## src/pi_controller_with_limits_defines.svh

```systemverilog
// assertion macros for the pi controller
`ifndef PI_CONTROLLER_WITH_LIMITS_DEFINES_SVH
`define PI_CONTROLLER_WITH_LIMITS_DEFINES_SVH

// property checked on every clock edge out of reset
`define PICC_ASSERT(lbl, prop, msg) \
  lbl: assert property (@(posedge clk) disable iff (!rst_n) prop) \
    else $error(msg);

// antecedent this cycle, consequent in the next one
`define PICC_ASSERT_NEXT(lbl, ante, cons, msg) \
  `PICC_ASSERT(lbl, (ante) |=> (cons), msg)

`endif

```

## src/picc_pkg.sv

```systemverilog
// shared types, constants and arithmetic helpers for the pi controller
`default_nettype none
package picc_pkg;

  localparam int DATA_WIDTH_DEF = 32;
  localparam int FIELD_W        = 32;
  localparam int MAG_W          = 36;
  localparam int GAIN_W         = 32;
  localparam int PROD_W         = 68;
  localparam int WIDE_W         = 56;
  localparam int ADDR_W         = 5;

  localparam logic [1:0] MODE_DAMPED = 2'd0;
  localparam logic [1:0] MODE_PI     = 2'd1;

  localparam logic [2:0] REG_MODE      = 3'd0;
  localparam logic [2:0] REG_PROP_GAIN = 3'd1;
  localparam logic [2:0] REG_INT_GAIN  = 3'd2;
  localparam logic [2:0] REG_DAMPING   = 3'd3;
  localparam logic [2:0] REG_LIMIT     = 3'd4;

  typedef enum logic [2:0] {
    ST_IDLE,
    ST_DAMP,
    ST_INTG,
    ST_PROP,
    ST_DONE
  } picc_state_t;

  typedef struct packed {
    logic load;
    logic damp;
    logic intg;
    logic prop;
    logic finish;
  } picc_cmd_t;

  typedef struct packed {
    logic [1:0]  mode;
    logic [31:0] prop_gain;
    logic [31:0] int_gain_dt;
    logic [17:0] damping;
    logic [30:0] limit;
  } picc_cfg_t;

  function automatic logic [MAG_W-1:0] mag_of(input logic signed [MAG_W-1:0] v);
    logic signed [MAG_W-1:0] n;
    n = -v;
    return v[MAG_W-1] ? $unsigned(n) : $unsigned(v);
  endfunction

  // round half up on the magnitude, then drop the fraction
  function automatic logic [WIDE_W-2:0] round_shift(input logic [PROD_W-1:0] p,
                                                     input logic wide_frac);
    logic [PROD_W-1:0] t;
    if (wide_frac) begin
      t = (p + (PROD_W'(1) << 23)) >> 24;
    end else begin
      t = (p + (PROD_W'(1) << 15)) >> 16;
    end
    return t[WIDE_W-2:0];
  endfunction

  function automatic logic signed [WIDE_W-1:0] with_sign(input logic [WIDE_W-2:0] m,
                                                         input logic neg);
    logic signed [WIDE_W-1:0] s;
    s = $signed({1'b0, m});
    return neg ? -s : s;
  endfunction

endpackage
`default_nettype wire

```

## src/picc_regs.sv

```systemverilog
// configuration registers behind the apb-style port
`default_nettype none
module picc_regs (
  input  wire logic                          clk,
  input  wire logic                          rst_n,
  input  wire logic                          cfg_psel,
  input  wire logic                          cfg_penable,
  input  wire logic                          cfg_pwrite,
  input  wire logic [picc_pkg::ADDR_W-1:0]   cfg_paddr,
  input  wire logic [31:0]                   cfg_pwdata,
  output logic      [31:0]                   cfg_prdata,
  output logic                               cfg_pready,
  output picc_pkg::picc_cfg_t                cfg
);

  picc_pkg::picc_cfg_t cfg_r, cfg_nxt;
  logic [2:0]          idx;
  logic                wr;

  assign idx        = cfg_paddr[picc_pkg::ADDR_W-1:2];
  assign wr         = cfg_psel && cfg_penable && cfg_pwrite;
  assign cfg_pready = 1'b1;
  assign cfg        = cfg_r;

  always_comb begin
    cfg_nxt = cfg_r;
    if (wr) begin
      case (idx)
        picc_pkg::REG_MODE:      cfg_nxt.mode        = cfg_pwdata[1:0];
        picc_pkg::REG_PROP_GAIN: cfg_nxt.prop_gain   = cfg_pwdata;
        picc_pkg::REG_INT_GAIN:  cfg_nxt.int_gain_dt = cfg_pwdata;
        picc_pkg::REG_DAMPING:   cfg_nxt.damping     = cfg_pwdata[17:0];
        picc_pkg::REG_LIMIT:     cfg_nxt.limit       = cfg_pwdata[30:0];
        default:                 cfg_nxt = cfg_r;
      endcase
    end
  end

  always_comb begin
    case (idx)
      picc_pkg::REG_MODE:      cfg_prdata = 32'(cfg_r.mode);
      picc_pkg::REG_PROP_GAIN: cfg_prdata = cfg_r.prop_gain;
      picc_pkg::REG_INT_GAIN:  cfg_prdata = cfg_r.int_gain_dt;
      picc_pkg::REG_DAMPING:   cfg_prdata = 32'(cfg_r.damping);
      picc_pkg::REG_LIMIT:     cfg_prdata = 32'(cfg_r.limit);
      default:                 cfg_prdata = 32'd0;
    endcase
  end

  always_ff @(posedge clk) begin
    if (!rst_n) begin
      cfg_r.mode        <= picc_pkg::MODE_DAMPED;
      cfg_r.prop_gain   <= 32'd65536;
      cfg_r.int_gain_dt <= 32'd0;
      cfg_r.damping     <= 18'd65536;
      cfg_r.limit       <= 31'h7FFF_FFFF;
    end else begin
      cfg_r <= cfg_nxt;
    end
  end

endmodule
`default_nettype wire

```

## src/picc_mul.sv

```systemverilog
// shared magnitude multiplier: 32x32 core plus a narrow top slice
`default_nettype none
module picc_mul (
  input  wire logic [picc_pkg::MAG_W-1:0]  a,
  input  wire logic [picc_pkg::GAIN_W-1:0] b,
  output logic      [picc_pkg::PROD_W-1:0] p
);

  localparam int TOP_W = picc_pkg::MAG_W - 32;

  logic [63:0]                  lo;
  logic [TOP_W+picc_pkg::GAIN_W-1:0] hi;

  assign lo = a[31:0] * b;
  assign hi = a[picc_pkg::MAG_W-1:32] * b;
  assign p  = (picc_pkg::PROD_W'(hi) << 32) + picc_pkg::PROD_W'(lo);

endmodule
`default_nettype wire

```

## src/picc_dp.sv

```systemverilog
// datapath: operand select, shared multiplier, integral and result registers
`default_nettype none
module picc_dp #(
  parameter int DATA_WIDTH = picc_pkg::DATA_WIDTH_DEF
) (
  input  wire logic                            clk,
  input  wire logic                            rst_n,
  input  wire picc_pkg::picc_cmd_t             cmd,
  input  wire picc_pkg::picc_cfg_t             cfg,
  input  wire logic signed [picc_pkg::FIELD_W-1:0] in_reference,
  input  wire logic signed [picc_pkg::FIELD_W-1:0] in_feedback,
  output logic signed [picc_pkg::FIELD_W-1:0]  out_drive,
  output logic signed [picc_pkg::FIELD_W-1:0]  out_integral_now,
  output logic                                 out_limited
);

  localparam int SIG_W  = (DATA_WIDTH > 32) ? 32 : DATA_WIDTH;
  localparam int MAG_W  = picc_pkg::MAG_W;
  localparam int WIDE_W = picc_pkg::WIDE_W;
  localparam int FW     = picc_pkg::FIELD_W;

  localparam logic signed [WIDE_W-1:0] SIG_MAX =
    $signed({{(WIDE_W-SIG_W+1){1'b0}}, {(SIG_W-1){1'b1}}});
  localparam logic signed [WIDE_W-1:0] SIG_MIN =
    $signed({{(WIDE_W-SIG_W+1){1'b1}}, {(SIG_W-1){1'b0}}});

  logic signed [FW-1:0]     ref_r, fb_r;
  logic [picc_pkg::PROD_W-1:0] prod_r, prod;
  logic                     neg_r, neg_nxt;
  logic signed [MAG_W-1:0]  path_r;
  logic signed [SIG_W-1:0]  sum_r, integ_r;
  logic signed [FW-1:0]     drive_r, integ_out_r;
  logic                     limited_r;

  logic signed [MAG_W-1:0]  ref_x, fb_x, err_x, op_s;
  logic [picc_pkg::GAIN_W-1:0] op_b;
  logic signed [WIDE_W-1:0] rnd_s, fb_w, integ_w, sum_w, lim_p, lim_n;
  logic signed [WIDE_W-1:0] clamp_sum, pd, d_pre, d_sat, drive_w, integ_new;
  logic                     hit_sum, hit;

  function automatic logic signed [WIDE_W-1:0] sat_sig(input logic signed [WIDE_W-1:0] v);
    if (v > SIG_MAX) return SIG_MAX;
    if (v < SIG_MIN) return SIG_MIN;
    return v;
  endfunction

  assign ref_x = MAG_W'(ref_r);
  assign fb_x  = MAG_W'(fb_r);
  assign err_x = ref_x - fb_x;

  always_comb begin
    op_s = ref_x;
    op_b = picc_pkg::GAIN_W'(cfg.damping);
    if (cmd.intg) begin
      op_s = err_x;
      op_b = cfg.int_gain_dt;
    end else if (cmd.prop) begin
      op_s = path_r;
      op_b = cfg.prop_gain;
    end
    neg_nxt = op_s[MAG_W-1];
  end

  picc_mul u_mul (
    .a (picc_pkg::mag_of(op_s)),
    .b (op_b),
    .p (prod)
  );

  // the integral product carries a 24-bit fraction, the others 16
  assign rnd_s   = picc_pkg::with_sign(picc_pkg::round_shift(prod_r, cmd.prop), neg_r);
  assign fb_w    = WIDE_W'(fb_r);
  assign integ_w = WIDE_W'(integ_r);
  assign sum_w   = WIDE_W'(sum_r);
  assign lim_p   = $signed({{(WIDE_W-31){1'b0}}, cfg.limit});
  assign lim_n   = -lim_p;

  always_comb begin
    clamp_sum = sum_w;
    hit_sum   = 1'b0;
    if (sum_w > lim_p) begin
      clamp_sum = lim_p;
      hit_sum   = 1'b1;
    end else if (sum_w < lim_n) begin
      clamp_sum = lim_n;
      hit_sum   = 1'b1;
    end
    pd    = rnd_s;
    d_pre = sat_sig(pd + ((cfg.mode == picc_pkg::MODE_DAMPED) ? clamp_sum : sum_w));
    d_sat = sat_sig(pd + sum_w);
    case (cfg.mode)
      picc_pkg::MODE_DAMPED: begin
        integ_new = clamp_sum;
        drive_w   = d_pre;
        hit       = hit_sum;
      end
      picc_pkg::MODE_PI: begin
        integ_new = clamp_sum;
        drive_w   = d_pre;
        hit       = hit_sum;
      end
      default: begin
        integ_new = sum_w;
        drive_w   = d_sat;
        hit       = 1'b0;
        if (d_sat > lim_p) begin
          drive_w = lim_p;
          hit     = 1'b1;
        end else if (d_sat < lim_n) begin
          drive_w = lim_n;
          hit     = 1'b1;
        end
      end
    endcase
  end

  always_ff @(posedge clk) begin
    if (cmd.load) begin
      ref_r <= in_reference;
      fb_r  <= in_feedback;
    end
    if (cmd.damp || cmd.intg || cmd.prop) begin
      prod_r <= prod;
      neg_r  <= neg_nxt;
    end
    if (cmd.intg) begin
      if (cfg.mode == picc_pkg::MODE_DAMPED) begin
        path_r <= MAG_W'(rnd_s - fb_w);
      end else begin
        path_r <= err_x;
      end
    end
    if (cmd.prop) begin
      sum_r <= SIG_W'(sat_sig(integ_w + rnd_s));
    end
    if (cmd.finish) begin
      drive_r     <= drive_w[FW-1:0];
      integ_out_r <= integ_new[FW-1:0];
      limited_r   <= hit;
    end
  end

  always_ff @(posedge clk) begin
    if (!rst_n) begin
      integ_r <= '0;
    end else if (cmd.finish) begin
      integ_r <= integ_new[SIG_W-1:0];
    end
  end

  assign out_drive        = drive_r;
  assign out_integral_now = integ_out_r;
  assign out_limited      = limited_r;

endmodule
`default_nettype wire

```

## src/picc_ctrl.sv

```systemverilog
// sequencer: steps the shared multiplier and owns both handshakes
`default_nettype none
`include "pi_controller_with_limits_defines.svh"
module picc_ctrl (
  input  wire logic           clk,
  input  wire logic           rst_n,
  input  wire logic           in_valid,
  output logic                in_stall,
  output logic                out_valid,
  input  wire logic           out_stall,
  output picc_pkg::picc_cmd_t cmd
);

  picc_pkg::picc_state_t state_r, state_nxt;
  logic                  out_valid_r, out_valid_nxt;
  logic                  finishing, take;

  always_comb begin
    // a finished item leaves only once the output register is free
    finishing     = (state_r == picc_pkg::ST_DONE) && !(out_valid_r && out_stall);
    in_stall      = !((state_r == picc_pkg::ST_IDLE) || finishing);
    take          = in_valid && !in_stall;
    out_valid_nxt = finishing || (out_valid_r && out_stall);
    state_nxt     = state_r;
    cmd.load      = take;
    cmd.damp      = (state_r == picc_pkg::ST_DAMP);
    cmd.intg      = (state_r == picc_pkg::ST_INTG);
    cmd.prop      = (state_r == picc_pkg::ST_PROP);
    cmd.finish    = finishing;
    case (state_r)
      picc_pkg::ST_IDLE: begin
        if (take) state_nxt = picc_pkg::ST_DAMP;
      end
      picc_pkg::ST_DAMP: state_nxt = picc_pkg::ST_INTG;
      picc_pkg::ST_INTG: state_nxt = picc_pkg::ST_PROP;
      picc_pkg::ST_PROP: state_nxt = picc_pkg::ST_DONE;
      picc_pkg::ST_DONE: begin
        if (finishing) state_nxt = take ? picc_pkg::ST_DAMP : picc_pkg::ST_IDLE;
      end
      default: state_nxt = picc_pkg::ST_IDLE;
    endcase
  end

  always_ff @(posedge clk) begin
    if (!rst_n) begin
      state_r     <= picc_pkg::ST_IDLE;
      out_valid_r <= 1'b0;
    end else begin
      state_r     <= state_nxt;
      out_valid_r <= out_valid_nxt;
    end
  end

  assign out_valid = out_valid_r;

  `PICC_ASSERT(a_busy_stalls, ((state_r == picc_pkg::ST_DAMP) || (state_r == picc_pkg::ST_INTG) || (state_r == picc_pkg::ST_PROP)) |-> in_stall, "input taken mid-computation")
  `PICC_ASSERT_NEXT(a_take_starts, in_valid && !in_stall, state_r == picc_pkg::ST_DAMP, "accepted item did not start")
  `PICC_ASSERT(a_result_from_done, $rose(out_valid_r) |-> $past(state_r == picc_pkg::ST_DONE), "result without a finished item")
  `PICC_ASSERT_NEXT(a_done_blocked, (state_r == picc_pkg::ST_DONE) && out_valid_r && out_stall, state_r == picc_pkg::ST_DONE, "finished item overran a waiting result")

endmodule
`default_nettype wire

```

## src/pi_controller_with_limits.sv

```systemverilog
// top level of the pi controller with anti-windup limits
//
// Input channel: in_reference and in_feedback (signed Q16.16) with
// in_valid / in_stall; an item is taken on a clock edge with valid high
// and stall low. Result channel: out_drive, out_integral_now and
// out_limited with out_valid / out_stall, same rule.
// Each item is stepped through the one shared multiplier (damped
// reference, integral increment, proportional term), then through the
// sums, saturation and clamp. The result is registered at the end of
// that final step, and a new item can be taken during it, so the next
// item starts while the one before it finishes.
// The result register lets the next item start while a result waits;
// if the receiver still stalls when that item is done, the block holds
// it in its last step and stalls the input until the result is taken.
// Reset (rst_n low, synchronous) clears the integral, empties the
// result register and loads the register defaults. Registers are set
// through the cfg_ port, one word each at byte address 4*index; the user
// must do so while no item is in flight, which the block does not enforce.
`default_nettype none
module pi_controller_with_limits #(
  parameter int DATA_WIDTH = picc_pkg::DATA_WIDTH_DEF
) (
  input  wire logic                                clk,
  input  wire logic                                rst_n,
  input  wire logic                                in_valid,
  output logic                                     in_stall,
  input  wire logic signed [picc_pkg::FIELD_W-1:0] in_reference,
  input  wire logic signed [picc_pkg::FIELD_W-1:0] in_feedback,
  output logic                                     out_valid,
  input  wire logic                                out_stall,
  output logic signed [picc_pkg::FIELD_W-1:0]      out_drive,
  output logic signed [picc_pkg::FIELD_W-1:0]      out_integral_now,
  output logic                                     out_limited,
  input  wire logic                                cfg_psel,
  input  wire logic                                cfg_penable,
  input  wire logic                                cfg_pwrite,
  input  wire logic [picc_pkg::ADDR_W-1:0]         cfg_paddr,
  input  wire logic [31:0]                         cfg_pwdata,
  output logic      [31:0]                         cfg_prdata,
  output logic                                     cfg_pready
);

  picc_pkg::picc_cfg_t cfg;
  picc_pkg::picc_cmd_t cmd;

  picc_regs u_regs (
    .clk         (clk),
    .rst_n       (rst_n),
    .cfg_psel    (cfg_psel),
    .cfg_penable (cfg_penable),
    .cfg_pwrite  (cfg_pwrite),
    .cfg_paddr   (cfg_paddr),
    .cfg_pwdata  (cfg_pwdata),
    .cfg_prdata  (cfg_prdata),
    .cfg_pready  (cfg_pready),
    .cfg         (cfg)
  );

  picc_ctrl u_ctrl (
    .clk       (clk),
    .rst_n     (rst_n),
    .in_valid  (in_valid),
    .in_stall  (in_stall),
    .out_valid (out_valid),
    .out_stall (out_stall),
    .cmd       (cmd)
  );

  picc_dp #(
    .DATA_WIDTH (DATA_WIDTH)
  ) u_dp (
    .clk              (clk),
    .rst_n            (rst_n),
    .cmd              (cmd),
    .cfg              (cfg),
    .in_reference     (in_reference),
    .in_feedback      (in_feedback),
    .out_drive        (out_drive),
    .out_integral_now (out_integral_now),
    .out_limited      (out_limited)
  );

endmodule
`default_nettype wire
```

## config.mk

```make
export PLATFORM = sky130hd
export DESIGN_NAME = pi_controller_with_limits
export DESIGN_NICKNAME = d
export VERILOG_FILES = /design/src/picc_pkg.sv /design/src/picc_regs.sv /design/src/picc_mul.sv /design/src/picc_dp.sv /design/src/picc_ctrl.sv /design/src/pi_controller_with_limits.sv
export VERILOG_INCLUDE_DIRS = /design/src /design/src/src
export SDC_FILE = /design/constraint.sdc
export NUM_CORES = 2
export LEC_CHECK = 0
export BUFFER_PORTS_ARGS = -buffer_cell sky130_fd_sc_hd__buf_2
export CAP_MARGIN = 5
export CORE_MARGIN = 2
export CORE_UTILIZATION = 60
export CTS_CLUSTER_DIAMETER = 200
export DETAILED_ROUTE_END_ITERATION = 10
export PLACE_DENSITY_LB_ADDON = 0.15
export SYNTH_ARGS = -nofsm -noshare
export SYNTH_HDL_FRONTEND = slang
export SYNTH_SLANG_ARGS = --single-unit
export TNS_END_PERCENT = 20
```

## constraint.sdc

```tcl
create_clock -name clk -period 39.9 [get_ports clk]
set_input_delay 3.99 -clock clk [delete_from_list [all_inputs] [get_ports clk]]
set_output_delay 3.99 -clock clk [all_outputs]
set_load 0.05 [all_outputs]
```

# Word level (Yosys, flattened, before mapping)
# Index checks and enable logic that the tools add are counted.
# totals
regBits,417
# op_classes
n_addsub,11
n_mul,2
order_cmp,10
eq_ne,11
muxes,48
reduce_logical,21
# ops
op,count
$mux 32,14
$mux 56,8
$gt 56x32->1 const B,3
$lt 56x32->1 const B,3
$pmux 32 s5,1
$mux 36,4
$add 68x16->68 const B,1
$add 68x24->68 const B,1
$add 68x64->68,1
$mul 32x32->64,1
$add 32x56->56,1
$add 56x32->56,1
$add 56x56->56,1
$gt 56x32->1,1
$lt 32x56->1,1
$lt 56x56->1,1
$neg 31->56,1
$neg 52->56,1
$mux 52,1
$mul 4x32->36,1
$neg 36->36,1
$sub 36x32->36,1
$sub 32x32->33,1
$gt 32x32->1,1
other kinds (15),52

# Depth between registers and ports, before layout
# logic_depth
ltp_word,14
ltp_mapped,60

# Hierarchy
# A second synthesis with hierarchy kept.
# unflattened
hier_cells,9725
hier_area_um2,81852.3
# by_module_without_submodules
module,n_inst,cells_each,area_per_inst_um2,seq_area_each_um2
picc_mul,1,4448,38583.3,0.0
picc_dp,1,4665,37847.5,8177.8
picc_regs,1,589,5208.7,2302.2
picc_ctrl,1,23,212.7,80.1

# Least setup slack after synthesis
# OpenSTA, ideal clock, no wires.
# synth_path
path_type,reg2reg
start,register u_ctrl.state_r[2]
end,"register u_dp.drive_r[18], in the netlist u_dp.out_drive[18] (data pin)"
setup_ps,268
arrival_time_ps,13052
required_time_ps,39632
slack_ps,26580
stages_incl_launch_ff,58
n_path_buf,12
synth_period_minus_slack_ps,13320
path_cell_list,dfxtp_1 -> buf_4 -> nand3b_2 -> inv_2 -> buf_2 -> buf_1 -> clkbuf_1 -> clkbuf_1 -> clkbuf_1 -> a21o_1 -> ha_1 -> o21ai_0 -> or4_1 -> or2_2 -> or3_1 -> or3_1 -> or3_1 -> or4_1 -> (+22 left out) -> o21ai_0 -> ha_1 -> nor2b_1 -> o21a_1 -> o21a_1 -> o21ai_0 -> nand2b_1 -> a21oi_1 -> o21ai_0 -> a221oi_1 -> o31ai_1 -> a21oi_1 -> o221a_2 -> clkbuf_1 -> clkbuf_1 -> a21oi_1 -> a311oi_1 -> o21ai_0
# synth_between
elab_chain_len,14
word_cells_on_any_way,27
classes_between,add/sub (3); order compare (6); eq/ne (1); mux (17)
# synth_rtl
element,line_no,source
start: declaration,picc_ctrl.sv:14,"picc_pkg::picc_state_t state_r, state_nxt;"
start signal: assignment,picc_ctrl.sv:46,state_r <= picc_pkg::ST_IDLE;
start signal: assignment,picc_ctrl.sv:49,state_r <= state_nxt;
$eq 3x2->1 *,picc_ctrl.sv:28,cmd.prop = (state_r == picc_pkg::ST_PROP);
$mux 52 *,picc_pkg.sv:56,if (wide_frac) begin
$neg 52->56,picc_pkg.sv:68,return neg ? -s : s;
$mux 56 *,picc_pkg.sv:68,
$add 56x32->56,picc_dp.sv:90,d_sat = sat_sig(pd + sum_w);
$lt 56x32->1,picc_dp.sv:43,if (v < SIG_MIN) return SIG_MIN;
$mux 1 (2 in series),picc_dp.sv:43,
$mux 56,picc_dp.sv:44,return v;
$mux 56,picc_dp.sv:43,
$lt 56x56->1,picc_dp.sv:109,end else if (d_sat < lim_n) begin
$mux 32,picc_dp.sv:109,
$mux 32,picc_dp.sv:106,if (d_sat > lim_p) begin
$mux 32 *,picc_dp.sv:91,case (cfg.mode)
via u_dp.drive_w[18],picc_dp.sv:38,"logic signed [WIDE_W-1:0] clamp_sum, pd, d_pre, d_sat, drive_w, integ_new;"
end signal: assignment,picc_dp.sv:137,drive_r <= drive_w[FW-1:0];
end: declaration,picc_dp.sv:32,"logic signed [FW-1:0] drive_r, integ_out_r;"
# Mark *: on every way through the listed nets, which the timed path passes. The rest lies on a longest branch. The select of a mux whose other input is x is not followed.
# A chain may end at the register's enable or synchronous reset.

# Final worst setup path
# layout_path
start,register u_ctrl.state_r[2]
end,"register u_dp.drive_r[11], in the netlist u_dp.out_drive[11] (data pin)"
# The elaborated chain is that of the path after synthesis.

==> impl_metrics.py <==
metrics = {
    "synth": {
        "yosys_warnings": 0,
        "seq_area_frac_synth_pct": 13.54,
        "synth.most_common_cell": "nand2_1",
        "yosys_register_bits": 402,
        "post_synth.cell_area_avg_um2": 8.253,
        "netlist.top_cell.by_area": "fa_1",
        "synth_fp_nets": 11280,
        "synthArstFlopShare_pct": 0,
        "ys.flop_type": "edfxtp_1",
        "synth_cell_type_count": 108,
        "synth.area.top_cells": "fa_1 26%, ha_1 12%, edfxtp_1 9.7%",
        "postSynthCellCount": 9449,
        "synth-edff-count": 251,
        "synth_commonest_cells": "1,455 x nand2_1, 1,309 x inv_1, 995 x fa_1",
        "netlist_area_um2": 77980,
        "synth.top_cell.area_share_pct": 25.54,
    },
    "flow_run": {
        "drv_cap": 0,
    },
    "place": {
        "place_congestion": 1.069,
        "dpl.hpwl_um": 221800,
        "place.port_buffers": 204,
    },
    "setup_path": {
        "worstSetupEndpointType": "register",
        "worst_path_max_delay_cell": "clkinv_2",
        "start_kind": "register",
        "crit_top_cell": "o21ai_0",
        "slowest_delay_ns": 0.78,
        "cp_max_fo": 62,
        "cp.required_ns": 40.39,
        "cp.arrival_ns": 17.07,
        "critical_path_class": "register to register",
    },
    "floorplanning": {
        "fp.dieH_um": 364.5,
        "die_x_um": 364.5,
        "die_area_um2": 132900,
        "num_io_pins": 208,
        "start_util_pct": 60.30,
        "rows": 132,
        "core_area_um2": 129300,
    },
    "clocking": {
        "clock_latency_ns": 0.63,
        "cts_buffer_depth": 3,
        "hold_buffers": 0,
        "post_cts_buffers": 0,
        "cts_inserted_buffers": 46,
        "htree_levels": 2,
        "ctsResizeCount": 0,
        "clk_pin_slew_ns": 0.06,
        "clock-root-buffer": "clkbuf_16",
        "cts_sinks": 402,
        "cts_tree": "built",
    },
    "power": {
        "irDropWorstVdd_mv": 0.03873,
        "p_clk_share_pct": 11.7,
        "p_leak_nw": 38.70,
        "p_comb_share_pct": 72.5,
        "p_int_w": 0.001678,
        "p_switching_w": 0.002021,
        "swShare_pct": 54.62,
        "power_w": 0.003699,
        "p_per_area_nw_per_um2": 44.77,
        "seqPwrFrac_pct": 15.8,
    },
    "sta": {
        "setup_violations": 0,
        "post-route-min-period_ns": 16.58,
        "worst_pin_slew_ns": 1.199,
        "setup_tns_ns": 0,
        "period_share_pct": 41.54,
        "clock.fmax_mhz": 60.33,
        "drv_slew": 0,
        "finalHoldViolations": 0,
        "max-slew-margin-rel_pct": 19.73,
        "fin_skew_ns": 0.03578,
        "holdWs_ns": 0.4615,
        "rsz0062_at_grt": "false",
    },
    "grt": {
        "grt_first_pass_wirelength_um": 420000,
        "overflow": 0,
        "grt_pass1_vias": 69670,
        "grt_max_degree": 71,
        "grt_usage_pct": 41.75,
        "antenna_found_initial": 4,
    },
    "routing": {
        "vias_per_cell": 6.357,
        "drcViolationCount": 0,
        "drt_iter0_drc": 7460,
        "routedWlPerCell_um": 24.95,
        "drt_wl_total_um": 278900,
        "drtAntennaViolNets": 0,
        "firstDrtPassIters": 6,
        "vias": 71070,
    },
    "finish": {
        "final_util_pct": 63.89,
        "syn2layout_area_growth_pct": 5.953,
        "drive_above_1_share_pct": 6.571,
        "nNetsFinal": 11230,
    },
    "status": {
        "status": "finished clean",
    },
    "hold_path": {
        "hp-class": "register to register",
    },
}
[registers in the layout, summed over array words and instances, names as in the netlist]
register,count
u_ctrl.out_valid,1
u_ctrl.state_r,3
u_dp.fb_r,32
u_dp.integ_r,32
u_dp.neg_r,1
u_dp.out_drive,32
u_dp.out_integral_now,32
u_dp.out_limited,1
u_dp.path_r,36
u_dp.prod_r,53
u_dp.ref_r,32
u_dp.sum_r,32
u_regs.cfg,115
[cell type report]
| class | instances | area, µm² |
|---|---|---|
| Sequential cell | 402 | 10570 |
| Clock buffer | 56 | 1189 |
| Multi-Input combinational cell | 7252 | 61110 |
| Timing Repair Buffer | 380 | 2342 |
| Clock inverter | 29 | 284.0 |
| Inverter | 1317 | 4949 |
| Antenna cell | 2 | 5.005 |
| Tap cell | 1742 | 2180 |
| Fill cell | 11280 | 46690 |
[worst max-delay path: cells and delay by family, from the launching register on]
kind            cells  cell delay (ns)
buf+inv             6             3.32
xor+xnor            2             0.71
flops               1             0.56
fa+ha+maj           4             1.16
simple gates       22             6.36
compound gates     17             4.24
[metrics by stage]
step	std cells	worst slack [ns]	cell area (µm²)
5_1_grt	11180	22.70	82620
3_5_place_dp	11090	23.72	81150
2_1_floorplan	9449	26.58	77980
6_report	11180	23.32	82620
4_1_cts	11180	23.69	82620
3_3_place_gp	11090	23.90	81150
[path summary, 6_finish.rpt]
| path | start | end | cells past startpoint | slack [ns] |
|---|---|---|---|---|
| worst min register to register | u_dp.integ_r[2] | u_dp.integ_r[2] | 2 | 0.46 |
| worst max-delay path | u_ctrl.state_r[2] | u_dp.out_drive[11] | 51 | 23.32 |
| worst min-delay path | u_dp.integ_r[2] | u_dp.integ_r[2] | 2 | 0.46 |
| worst max register to register | u_ctrl.state_r[2] | u_dp.out_drive[11] | 51 | 23.32 |
[power groups by stage]
stage                     Sequential [W]  Clock (W)  Combinational [W]
final                           0.000586   0.000431            0.00268
after global routing            0.000589   0.000448            0.00288
after CTS                       0.000583   0.000435            0.00260
after detailed placement        0.000591          0            0.00258
after global placement          0.000590          0            0.00254
after floorplan                 0.000564          0            0.00176
[placed cells by master (no fill, tap or decap), types with 165 or more instances in the layout]
master	synthesis	final
nor2_1	521	511
a21o_1	230	230
o21ai_0	384	374
buf_2	27	204
fa_1	995	995
nor3_1	202	202
a21oi_1	497	495
ha_1	729	729
buf_4	3	176
xnor2_1	299	276
edfxtp_1	251	251
nand2_1	1455	1455
inv_1	1309	1308
and2_1	168	165
[layer usage]
metal / wire length, µm / vias up / track usage [%]
met1: 107700 / 34870 / 55.07
met3: 30740 / 786 / 8.891
met5: 0 / - / 0
met4: 17490 / 0 / 22.18
met2: 123000 / 3953 / 64.60
li1: - / 31460 / -
[kinds of logic after synthesis]
logic type / count (synthesis) / synth area share (%)
compound gates: 1909 / 16.04
mux: 96 / 1.255
other cells: 1 / 0.004809
simple gates: 3075 / 18.15
fa+ha+maj: 1724 / 37.24
xor+xnor: 447 / 5.054
flops: 402 / 13.54
buf+inv: 1795 / 8.709
(Power assumes the default switching activity.)
